[src/rtl/core/skti_pkg.sv]
// Package for the sorted key table insert unit: sizes, codes and payload types.
// Depends on nothing; used by every module of the block.
`default_nettype none

package skti_pkg;

  localparam int CAPACITY = 16;
  localparam int KEY_BITS = 32;
  localparam int POS_W    = (CAPACITY > 1) ? $clog2(CAPACITY) : 1;
  localparam int CNT_W    = $clog2(CAPACITY + 1);

  localparam int KIND_W   = 2;
  localparam int KEY_W    = 32;
  localparam int CHILD_W  = 16;
  localparam int RANK_W   = 4;
  localparam int STAT_W   = 2;
  localparam int PLACE_W  = 4;
  localparam int SCOUNT_W = 5;

  localparam int CFG_IDX_W  = 2;
  localparam int CFG_DATA_W = 5;

  localparam logic [CFG_IDX_W-1:0]  CFG_CAPACITY   = 2'd0;
  localparam logic [CFG_IDX_W-1:0]  CFG_CMP_SIGNED = 2'd1;
  localparam logic [CFG_DATA_W-1:0] CAP_RESET      = 5'd16;
  localparam logic [CHILD_W-1:0]    NO_CHILD       = '1;

  typedef enum logic [KIND_W-1:0] {
    KIND_INSERT = 2'd0,
    KIND_READ   = 2'd1,
    KIND_CLEAR  = 2'd2
  } kind_t;

  typedef enum logic [STAT_W-1:0] {
    ST_OK   = 2'd0,
    ST_FULL = 2'd1,
    ST_RANK = 2'd2
  } status_t;

  typedef struct packed {
    logic [KIND_W-1:0]         kind;
    logic [KEY_W-1:0]          key;
    logic signed [CHILD_W-1:0] child;
    logic [RANK_W-1:0]         rank;
  } req_t;

  typedef struct packed {
    status_t                   status;
    logic [PLACE_W-1:0]        placed_at;
    logic [KEY_W-1:0]          read_key;
    logic signed [CHILD_W-1:0] read_child;
    logic [SCOUNT_W-1:0]       stored_count;
  } rsp_t;

  // Broadcast from the control to every cell of the chain.
  typedef struct packed {
    logic                shift_en;
    logic                cmp_signed;
    logic [KEY_BITS-1:0] new_key;
    logic [CHILD_W-1:0]  new_child;
  } cell_ctl_t;

endpackage

`default_nettype wire

[src/rtl/core/skti_cell.sv]
// One compare-and-shift cell of the sorted chain: holds the pair of one rank.
// Depends on skti_pkg.
`default_nettype none

module skti_cell (
  input  wire                          clk,
  input  skti_pkg::cell_ctl_t          ctl,
  input  wire                          occ,
  input  wire                          left_lt,
  input  wire [skti_pkg::KEY_BITS-1:0] left_key,
  input  wire [skti_pkg::CHILD_W-1:0]  left_child,
  output logic                         lt,
  output logic [skti_pkg::KEY_BITS-1:0] key,
  output logic [skti_pkg::CHILD_W-1:0]  child
);
  import skti_pkg::*;

  logic [KEY_BITS-1:0] key_r, key_nxt;
  logic [CHILD_W-1:0]  child_r, child_nxt;
  logic [KEY_BITS-1:0] flip;

  // Flip the top bit so a signed order becomes an unsigned one.
  assign flip = {ctl.cmp_signed, {(KEY_BITS-1){1'b0}}};
  assign lt   = occ && ((key_r ^ flip) < (ctl.new_key ^ flip));

  always_comb begin
    key_nxt   = key_r;
    child_nxt = child_r;
    if (ctl.shift_en && !lt) begin
      if (left_lt) begin
        key_nxt   = ctl.new_key;
        child_nxt = ctl.new_child;
      end else begin
        key_nxt   = left_key;
        child_nxt = left_child;
      end
    end
  end

  always_ff @(posedge clk) begin
    key_r   <= key_nxt;
    child_r <= child_nxt;
  end

  assign key   = key_r;
  assign child = child_r;

endmodule

`default_nettype wire

[src/rtl/core/sorted_key_table_insert_unit.sv]
// Sorted key table insert unit: one B-tree style node of up to CAPACITY (key, child)
// pairs held in ascending key order in a chain of compare-and-shift cells. Each
// cell compares its key with the incoming one; cells at or after the insertion
// point take their left neighbour's pair and the first of them takes the new pair;
// a key equal to stored keys goes ahead of them. Every request (insert, read by
// rank, clear) yields one result, registered and shown in the cycle after
// acceptance. The unit takes one request per cycle; it stalls only while its
// output register holds a result that the downstream side is stalling. No
// clearing pass after reset: a request may be sent in the first cycle after reset
// is released. Configuration writes are taken in any cycle (cfg_ready is always
// high) and are meant for idle periods.
// Depends on skti_pkg and skti_cell.
`default_nettype none

module sorted_key_table_insert_unit (
  input  wire                            clk,
  input  wire                            rst_n,
  // request channel
  input  wire                            in_valid,
  output logic                           in_stall,
  input  skti_pkg::req_t                 in_req,
  // result channel
  output logic                           out_valid,
  input  wire                            out_stall,
  output skti_pkg::rsp_t                 out_rsp,
  // configuration write channel
  input  wire                            cfg_valid,
  output logic                           cfg_ready,
  input  wire [skti_pkg::CFG_IDX_W-1:0]  cfg_index,
  input  wire [skti_pkg::CFG_DATA_W-1:0] cfg_data
);
  import skti_pkg::*;

  // Configuration registers.
  logic [CFG_DATA_W-1:0] cap_r;
  logic                  cmp_signed_r;

  // Fill level of the chain; cells below it hold valid pairs.
  logic [CNT_W-1:0] count_r, count_nxt;

  // Output register.
  logic out_valid_r, out_valid_nxt;
  rsp_t out_rsp_r, rsp_nxt;

  logic      in_acc;
  logic      full;
  cell_ctl_t ctl;

  logic [CAPACITY-1:0] occ;
  logic [CAPACITY-1:0] lt;
  logic [KEY_BITS-1:0] cell_key   [CAPACITY];
  logic [CHILD_W-1:0]  cell_child [CAPACITY];

  logic [POS_W-1:0]    pos;
  logic                rd_hit;
  logic [KEY_BITS-1:0] rd_key;
  logic [CHILD_W-1:0]  rd_child;

  // Hold the request while a finished result waits downstream.
  assign in_stall  = out_valid_r && out_stall;
  assign in_acc    = in_valid && !in_stall;
  assign cfg_ready = 1'b1;

  // Refuse inserts at the programmed capacity, saturated at the chain length.
  assign full = (32'(count_r) >= 32'(cap_r)) || (32'(count_r) >= CAPACITY);

  // ---------------------------------------------------------------------------
  // Chain of cells
  // ---------------------------------------------------------------------------
  always_comb begin
    ctl.shift_en   = in_acc && (in_req.kind == KIND_INSERT) && !full;
    ctl.cmp_signed = cmp_signed_r;
    ctl.new_key    = KEY_BITS'(in_req.key);
    ctl.new_child  = in_req.child;
  end

  for (genvar g = 0; g < CAPACITY; g++) begin : g_cell
    assign occ[g] = (count_r > CNT_W'(g));
    if (g == 0) begin : g_head
      skti_cell u_cell (
        .clk        (clk),
        .ctl        (ctl),
        .occ        (occ[g]),
        .left_lt    (1'b1),
        .left_key   (ctl.new_key),
        .left_child (ctl.new_child),
        .lt         (lt[g]),
        .key        (cell_key[g]),
        .child      (cell_child[g])
      );
    end else begin : g_body
      skti_cell u_cell (
        .clk        (clk),
        .ctl        (ctl),
        .occ        (occ[g]),
        .left_lt    (lt[g-1]),
        .left_key   (cell_key[g-1]),
        .left_child (cell_child[g-1]),
        .lt         (lt[g]),
        .key        (cell_key[g]),
        .child      (cell_child[g])
      );
    end
  end

  // Insertion point: first cell whose key is not below the new one.
  always_comb begin
    pos = '0;
    for (int i = CAPACITY - 1; i >= 0; i--) begin
      if (!lt[i]) begin
        pos = POS_W'(i);
      end
    end
  end

  // Read by rank: select the cell, only if it holds a valid pair.
  always_comb begin
    rd_hit   = 1'b0;
    rd_key   = '0;
    rd_child = NO_CHILD;
    for (int i = 0; i < CAPACITY; i++) begin
      if ((32'(in_req.rank) == i) && occ[i]) begin
        rd_hit   = 1'b1;
        rd_key   = cell_key[i];
        rd_child = cell_child[i];
      end
    end
  end

  // ---------------------------------------------------------------------------
  // Result and fill level
  // ---------------------------------------------------------------------------
  always_comb begin
    count_nxt          = count_r;
    rsp_nxt.status     = ST_OK;
    rsp_nxt.placed_at  = '0;
    rsp_nxt.read_key   = '0;
    rsp_nxt.read_child = NO_CHILD;
    case (in_req.kind)
      KIND_INSERT: begin
        if (full) begin
          rsp_nxt.status = ST_FULL;
        end else begin
          count_nxt         = count_r + CNT_W'(1);
          rsp_nxt.placed_at = PLACE_W'(pos);
        end
      end
      KIND_READ: begin
        if (rd_hit) begin
          rsp_nxt.read_key   = KEY_W'(rd_key);
          rsp_nxt.read_child = rd_child;
        end else begin
          rsp_nxt.status = ST_RANK;
        end
      end
      KIND_CLEAR: begin
        count_nxt = '0;
      end
      default: begin
        // unused code: leave the node as it is
      end
    endcase
    rsp_nxt.stored_count = SCOUNT_W'(count_nxt);
  end

  // Load a fresh result on accept; drop the old one once it is taken.
  always_comb begin
    out_valid_nxt = out_valid_r;
    if (in_acc) begin
      out_valid_nxt = 1'b1;
    end else if (out_valid_r && !out_stall) begin
      out_valid_nxt = 1'b0;
    end
  end

  always_ff @(posedge clk) begin
    if (!rst_n) begin
      out_valid_r <= 1'b0;
      count_r     <= '0;
    end else begin
      out_valid_r <= out_valid_nxt;
      if (in_acc) begin
        count_r <= count_nxt;
      end
    end
  end

  always_ff @(posedge clk) begin
    if (in_acc) begin
      out_rsp_r <= rsp_nxt;
    end
  end

  // Configuration writes.
  always_ff @(posedge clk) begin
    if (!rst_n) begin
      cap_r        <= CAP_RESET;
      cmp_signed_r <= 1'b0;
    end else if (cfg_valid && cfg_ready) begin
      case (cfg_index)
        CFG_CAPACITY:   cap_r        <= cfg_data;
        CFG_CMP_SIGNED: cmp_signed_r <= cfg_data[0];
        default: begin
          // no register at this index
        end
      endcase
    end
  end

  assign out_valid = out_valid_r;
  assign out_rsp   = out_rsp_r;

endmodule

`default_nettype wire

[config.mk]
export PLATFORM = sky130hd
export DESIGN_NAME = sorted_key_table_insert_unit
export DESIGN_NICKNAME = d
export VERILOG_FILES = /design/src/rtl/core/skti_pkg.sv /design/src/rtl/core/skti_cell.sv /design/src/rtl/core/sorted_key_table_insert_unit.sv
export SDC_FILE = /design/constraint.sdc
export NUM_CORES = 2
export LEC_CHECK = 0
export BUFFER_PORTS_ARGS = -buffer_cell sky130_fd_sc_hd__buf_2
export CELL_PAD_IN_SITES_DETAIL_PLACEMENT = 0
export CELL_PAD_IN_SITES_GLOBAL_PLACEMENT = 2
export CORE_ASPECT_RATIO = 0.9
export CORE_UTILIZATION = 45
export DETAILED_ROUTE_END_ITERATION = 8
export PLACE_DENSITY = 0.86
export SLEW_MARGIN = 20
export SYNTH_ARGS = -nofsm -noshare
export SYNTH_HDL_FRONTEND = slang
export SYNTH_HIERARCHICAL = 1
export SYNTH_SLANG_ARGS = --single-unit
[constraint.sdc]
create_clock -name clk -period 10.6 [get_ports clk]
set_clock_uncertainty 0.2 [all_clocks]
set_input_delay 2.12 -clock clk [delete_from_list [all_inputs] [get_ports clk]]
set_output_delay 2.12 -clock clk [all_outputs]
set_load 0.05 [all_outputs]
Word level (Yosys, flattened, before mapping)
Index checks and enable logic that the tools add are counted.
{ "word_totals": {"reg_bits": 839, "latch_bits": 0, "ramBits": 0, "mem_bits_ro": 0, "in_bits": 66, "out_inout_bits": 62, "wordCells": 307, "mem_count": 0} }
{ "op_classes": {"n_addsub": 1, "mul": 0, "div_mod_pow": 0, "magnitude_cmp": 34, "n_eq_ne": 18, "shifts": 0, "mux": 100, "bitwise": 26, "reduce_logical": 84} }
{ "op_table": {"columns": ["op", "count"], "rows": [
  ["2-to-1 mux 32 bit", 31],
  ["XOR 32 bit", 17],
  ["less-than comparator 32 bit", 16],
  ["2-to-1 mux 16 bit", 31],
  ["logical AND 1 bit", 53],
  ["> comparator 5 x 4 -> 1 bit (second input constant)", 8],
  ["== test 4 bit (second input constant)", 8],
  ["2-to-1 mux 4 bit", 8],
  ["> comparator 5 x 3 -> 1 bit (second input constant)", 4],
  ["2-to-1 mux 1 bit", 20],
  ["zero test 1 bit", 19],
  ["== test 4 x 3 -> 1 bit (second input constant)", 4],
  ["2-to-1 mux 3 bit", 4],
  ["> comparator 5 x 1 -> 1 bit (second input constant)", 2],
  ["> comparator 5 x 2 -> 1 bit (second input constant)", 2],
  ["one-hot mux 5 bit (2 select lines)", 1],
  ["OR reduction 10 bit", 1],
  ["NOT 1 bit", 9],
  ["== test 4 x 2 -> 1 bit (second input constant)", 2],
  ["2-to-1 mux 2 bit", 3],
  ["AND reduction 2 bit", 3],
  ["OR reduction 6 bit", 1],
  ["adder 5 x 1 -> 5 bit (second input constant)", 1],
  [">= comparator 5 bit", 1],
  ["12 further kinds", 14]
]} }

Logic depth before layout (Yosys ltp)
{ "logic_depth": {"ltp_word": 20, "ltp_mapped": 15, "depth_no_buf": 14} }

Modules after synthesis
Netlist, hierarchy kept.
{ "by_module_without_submodules": {"columns": ["module", "instances", "cells_each", "area_each_um2", "seq_area_each_um2"], "rows": [
  ["skti_cell", 16, 220, 2845.2, 1441.4],
  ["sorted_key_table_insert_unit", 1, 1157, 9148.8, 2011.9]
]} }

Worst setup path before layout
OpenSTA, ideal clock, no wires.
{ "synth_timing": {"kind": "input -> register", "from": "input port out_stall", "to": "register g_cell[0].g_head.u_cell.child_r[0], enable pin", "setup_time_ns": 0.404, "arrival_time_ns": 5.516, "t_required_ns": 9.996, "path_slack_ns": 4.480, "stages": 7, "path_buffers": 0, "cell_sequence": "nand2_1 -> nand2_1 -> inv_1 -> and3_1 -> inv_1 -> nor3_1 -> a211o_1"} }
{ "synth_rtl": {"columns": ["item", "line", "source"], "rows": [
  ["start: declaration", "sorted_key_table_insert_unit.sv:24", "input wire out_stall,"],
  ["end signal: assignment", "skti_cell.sv:42", "child_r <= child_nxt;"],
  ["end: declaration", "skti_cell.sv:19", "logic [CHILD_W-1:0] child_r, child_nxt;"]
]} }

Final worst setup path
{ "layout_timing": {"from": "input port in_req[46] (netlist name)", "to": "register out_rsp_r (netlist bit out_rsp[53]), data pin"} }
{ "layout_via": {"word_cells_on_any_way": 50, "cone_classes": "order compare: 16; mux: 15; bitwise: 2; reduce/logical: 17"} }
{ "layout_rtl": {"columns": ["item", "line", "source"], "rows": [
  ["start: declaration", "sorted_key_table_insert_unit.sv:21", "input skti_pkg::req_t in_req,"],
  ["XOR 32 bit", "skti_cell.sv:24", "assign lt = occ && ((key_r ^ flip) < (ctl.new_key ^ flip));"],
  ["less-than comparator 32 bit", "skti_cell.sv:24", null],
  ["logical AND 1 bit", "skti_cell.sv:24", null],
  ["net lt[13]", "sorted_key_table_insert_unit.sv:50", "logic [CAPACITY-1:0] lt;"],
  ["2-to-1 mux 4 bit (6 in series)", "sorted_key_table_insert_unit.sv:110", "if (!lt[i]) begin"],
  ["2-to-1 mux 3 bit (4 in series)", "sorted_key_table_insert_unit.sv:110", null],
  ["2-to-1 mux 2 bit (2 in series)", "sorted_key_table_insert_unit.sv:110", null],
  ["2-to-1 mux 1 bit", "sorted_key_table_insert_unit.sv:110", null],
  ["end signal: assignment", "sorted_key_table_insert_unit.sv:190", "out_rsp_r <= rsp_nxt;"],
  ["end: declaration", "sorted_key_table_insert_unit.sv:43", "rsp_t out_rsp_r, rsp_nxt;"]
]} }
The timed path passes the listed nets, and every way through them passes these cells.
A chain may end at the register's enable or synchronous reset.

==> key figures <==
Setup path
  • Crit path DAT: between 6 and 7 ns
  • Setup slack, reg-to-reg: about 5.4 ns
  • WS Path Type: in2reg
  • Endpoint class of the critical path: register
  • Critical R2R Launch: count_r[1]$_SDFFE_PN0P_
  • Worst R2R Path Depth: 10
  • Critical path required time: between 10 and 15 ns
  • CP max FO: 33
  • Startpoint Class: input port
  • Worst R2R End: out_rsp[33]$_SDFFCE_PN0P_

Logic synthesis
  • YS warnings: 6
  • Count of cell types in the netlist: 90
  • Synth Cell Area: roughly 55000 um2
  • Asr flop ratio synth: 0%
  • Post-synthesis cell count: approximately 4700
  • Post-synth EDFFs: between 800 and 900
  • Post-synthesis sequential area ratio: between 40% and 50%
  • Avg Cell Area, Syn: between 10 and 15 um2
  • Yosys reg bits: approximately 840
  • Top FF cell, synth: edfxtp_1

Power and ir drop
  • Sw Pwr: between 2 and 2.5 mW
  • Clock network fraction of design power: between 40% and 50%
  • Power Density: around 130 nW/um2
  • LEAKAGE: around 23 nW
  • Internal Dissipation: 5.99 mW
  • Logic pwr share: under 10%
  • Sw Ratio: roughly 25%
  • Reg power frac: a little under half
  • Worst vdd ir: 0.105 mV

Timing
  • Maximum clock rate: 170 MHz
  • Final hold violation count: 0
  • Relative slew slack: a little under a fifth
  • Max Slew Vio Count: 0
  • Worst Max-Slew Pin Slew: between 1 and 1.5 ns
  • Final period util: between 50% and 60%
  • Final setup TNS: 0 ns
  • Final Critical Period: around 5.9 ns
  • WHS: 0.328 ns
  • Setup ws final: roughly 4.7 ns
  • Setup violators final: 0
  • RSZ-0062 raised after global routing: false

Clock tree
  • CTS tree: done
  • Worst skew pair latency: about 0.71 ns
  • Clock sinks: around 840
  • CTS root buf: clkbuf_16
  • # Post-CTS Setup Buffers: 0
  • CTS clock-pin slew for the worst setup and hold paths: about 0.060 ns
  • Cells resized by post-CTS repair: 0
  • Max Root-Sink Buffers: 3
  • Inserted Clock Buffers: between 90 and 100
  • H-tree depth: 3
  • Cts hold-fix bufs: 0

Die
  • Initial core utilization: between 40 and 50%
  • Die span in y: approximately 330 um
  • Core ar.: around 120000 um2
  • Placement row count: 120
  • Die X: ~370 um
  • Full die area: about 120000 um2
  • IO Pins: between 100 and 150

Placement
  • Worst slack at placement: just over 4 ns
  • Placed cells: 6285
  • Dpl hpwl: 120000 um
  • Placed instance area: 57300 um2
  • PortBufs: 126
  • Gpl congestion: a little under 0.9

Cells and area
  • Design area: approximately 60000 um2
  • Non-Filler Instances: about 6500
  • FILL cells: around 10000
  • Layout Nets: between 5000 and 6000
  • Fraction of layout cells with a size suffix above 1: between 20% and 30%
  • P&R area growth vs syn: 10.6%

Route
  • Via count: a little under 40000
  • Post-Route M1 WL: 78700 um
  • Top Layer Used: met4
  • Met2 WL: between 60000 and 70000 um
  • Antenna Violating Nets Remaining: 0
  • DR iter-0 viols: 4365
  • TritonRoute pass-1 iters: 9
  • Met3 routed WL: about 16000 um
  • Mean routed wirelength per cell: approximately 25 um
  • Vias/cell: ~6.0
  • Post-route DRC: 14
  • DRT Wirelength: ~160000 um

Global routing
  • Number of global-route vias before repair: between 30000 and 40000
  • Largest net degree at the start of global routing: 52
  • First-pass GRT wire length: between 200000 and 250000 um
  • Gr ovfl total: 0
  • GRT Total Usage: around a quarter
  • Antenna violations before repair: 4

Job
  • Max Cap Viol: 0

Worst hold path
  • Worst hold start: cap_r[4]$_SDFFE_PN1P_
  • Hold path depth: 2
  • Hold path endpoint: cap_r[4]$_SDFFE_PN1P_
  • HP Class: reg2reg

Outcome
  • Violated checks: DRC
  • Status: finished with violations
cell families after synthesis:
| group | after synthesis | synth area share, % |
|---|---|---|
| compound gates | 1057 | 13.9 |
| flops | 839 | 45.9 |
| buf+inv | 783 | 5.80 |
| mux | 770 | 15.9 |
| simple gates | 690 | 6.52 |
| fa+ha+maj | 505 | 11.6 |
| xor+xnor | 32 | 0.513 |
| other cells | 1 | 0.00686 |
power groups by stage:
stage                     Sequential [mW]  Clock, mW  Combinational (mW)
after global placement               3.89          0               0.754
final                                3.83       3.42               0.784
after CTS                            3.82       3.48               0.777
after detailed placement             3.89          0               0.771
after floorplan                      3.89          0               0.472
after global routing                 3.83       3.58               0.870
Yosys cell counts (17+ instances only):
master | count | share of area [%]
o22ai_1 | 96 | 1.1
clkbuf_1 | 66 | 0.45
nor2_1 | 90 | 0.62
and2_1 | 21 | 0.24
a221o_1 | 31 | 0.57
or3_1 | 21 | 0.24
a311oi_1 | 21 | 0.34
o2111a_1 | 17 | 0.35
o211ai_1 | 33 | 0.45
a21o_1 | 21 | 0.29
o21ai_0 | 106 | 0.97
inv_1 | 574 | 3.9
nand2_1 | 249 | 1.7
a21oi_1 | 321 | 2.9
o221ai_1 | 44 | 0.70
a22o_1 | 42 | 0.67
mux2_2 | 768 | 16
nand3_1 | 44 | 0.40
nand4_1 | 93 | 1.1
edfxtp_1 | 827 | 45
a222oi_1 | 27 | 0.49
ha_1 | 505 | 12
nand2b_1 | 26 | 0.30
a22oi_1 | 52 | 0.71
a221oi_1 | 47 | 0.75
nor4_1 | 33 | 0.38
buf_2 | 117 | 1.1
o21ai_1 | 38 | 0.35
o21a_1 | 18 | 0.25
nor3_1 | 49 | 0.45
metal layers:
layer  track usage [%]  vias up
li1                  -    18129
met1              40.8    19169
met2              36.0     1594
met3              5.85      182
met4              5.49        0
met5                 0        -
state kept, by name, summed over array words and instances, names as in the netlist:
| name | count |
|---|---|
| cmp_signed_r | 1 |
| g_cell.g_head.u_cell/key | 32 |
| count_r | 5 |
| out_rsp | 59 |
| g_cell.g_head.u_cell/child | 16 |
| out_valid | 1 |
| g_cell.g_body.u_cell/key | 480 |
| g_cell.g_body.u_cell/child | 240 |
| cap_r | 5 |
worst max-delay path, stage by stage:
cell	delay [ns]
buf_2	0.08
buf_4	0.33
inv_1	0.08
ha_1	0.33
a21oi_1	0.17
nand2_1	0.08
a221oi_1	0.32
o211ai_1	0.19
a21oi_4	0.84
buf_4	0.51
o21ai_0	0.17
a21boi_0	0.22
o21ai_0	0.13
a31o_2	0.30
nand3_1	0.07
a31oi_1	0.09
placed cells by master (no fill, tap or decap), drive strengths merged, types with 16 or more instances in the layout:
| cell | instances |
|---|---|
| edfxtp | 827 |
| mux2 | 768 |
| inv | 581 |
| ha | 505 |
| a21oi | 321 |
| nand2 | 251 |
| buf | 226 |
| o21ai | 145 |
| clkbuf | 109 |
| o22ai | 96 |
| nand4 | 93 |
| nor2 | 92 |
| nor3 | 54 |
| a22oi | 52 |
| a221oi | 47 |
| o221ai | 44 |
| nand3 | 44 |
| clkinv | 44 |
| a22o | 42 |
| nor4 | 34 |
| o211ai | 33 |
| a311oi | 32 |
| a221o | 31 |
| a222oi | 27 |
| nor2b | 27 |
| nand2b | 26 |
| a211oi | 26 |
| and2 | 23 |
| a21o | 21 |
| or3 | 21 |
| o21a | 18 |
| o2111a | 17 |
| a41oi | 17 |
| xor2 | 16 |
| xnor2 | 16 |
| o41ai | 16 |
| a211o | 16 |
worst max-delay path by stage:
stage / to / depth (start not counted) / slack (ns) / startpoint
3_5_place_dp: out_rsp[53]$_SDFFCE_PP0P_ / 16 / 4.06 / in_req[46]
3_3_place_gp: out_rsp[53]$_SDFFCE_PP0P_ / 15 / 4.18 / in_req[22]
6_report: out_rsp[53]$_SDFFCE_PP0P_ / 16 / 4.72 / in_req[46]
2_1_floorplan: g_cell[0].g_head.u_cell/child[0]$_DFFE_PP_ / 7 / 4.48 / out_stall
5_1_grt: out_rsp[53]$_SDFFCE_PP0P_ / 15 / 4.48 / in_req[34]
4_1_cts: out_rsp[53]$_SDFFCE_PP0P_ / 15 / 4.82 / in_req[22]
cell type report:
class	count	area [um2]	share of cell area [%]
well taps	1586	1980	3.28
multi-input cells	3058	26700	44.2
inverters	576	2160	3.58
flip-flops and latches	839	25100	41.5
diodes	2	5.00	0.00827
clock buffers	109	2430	4.02
clock inverters	66	739	1.22
repair buffers	226	1380	2.28
metrics by stage:
stage | utilization (%) | total power, mW
after detailed placement | 47.9 | 4.66
after floorplan | - | 4.37
after global routing | 50.5 | 8.29
after global placement | 47.9 | 4.65
after CTS | 50.5 | 8.08
final | 50.5 | 8.03
No activity file was read; power rests on OpenSTA's default activity.
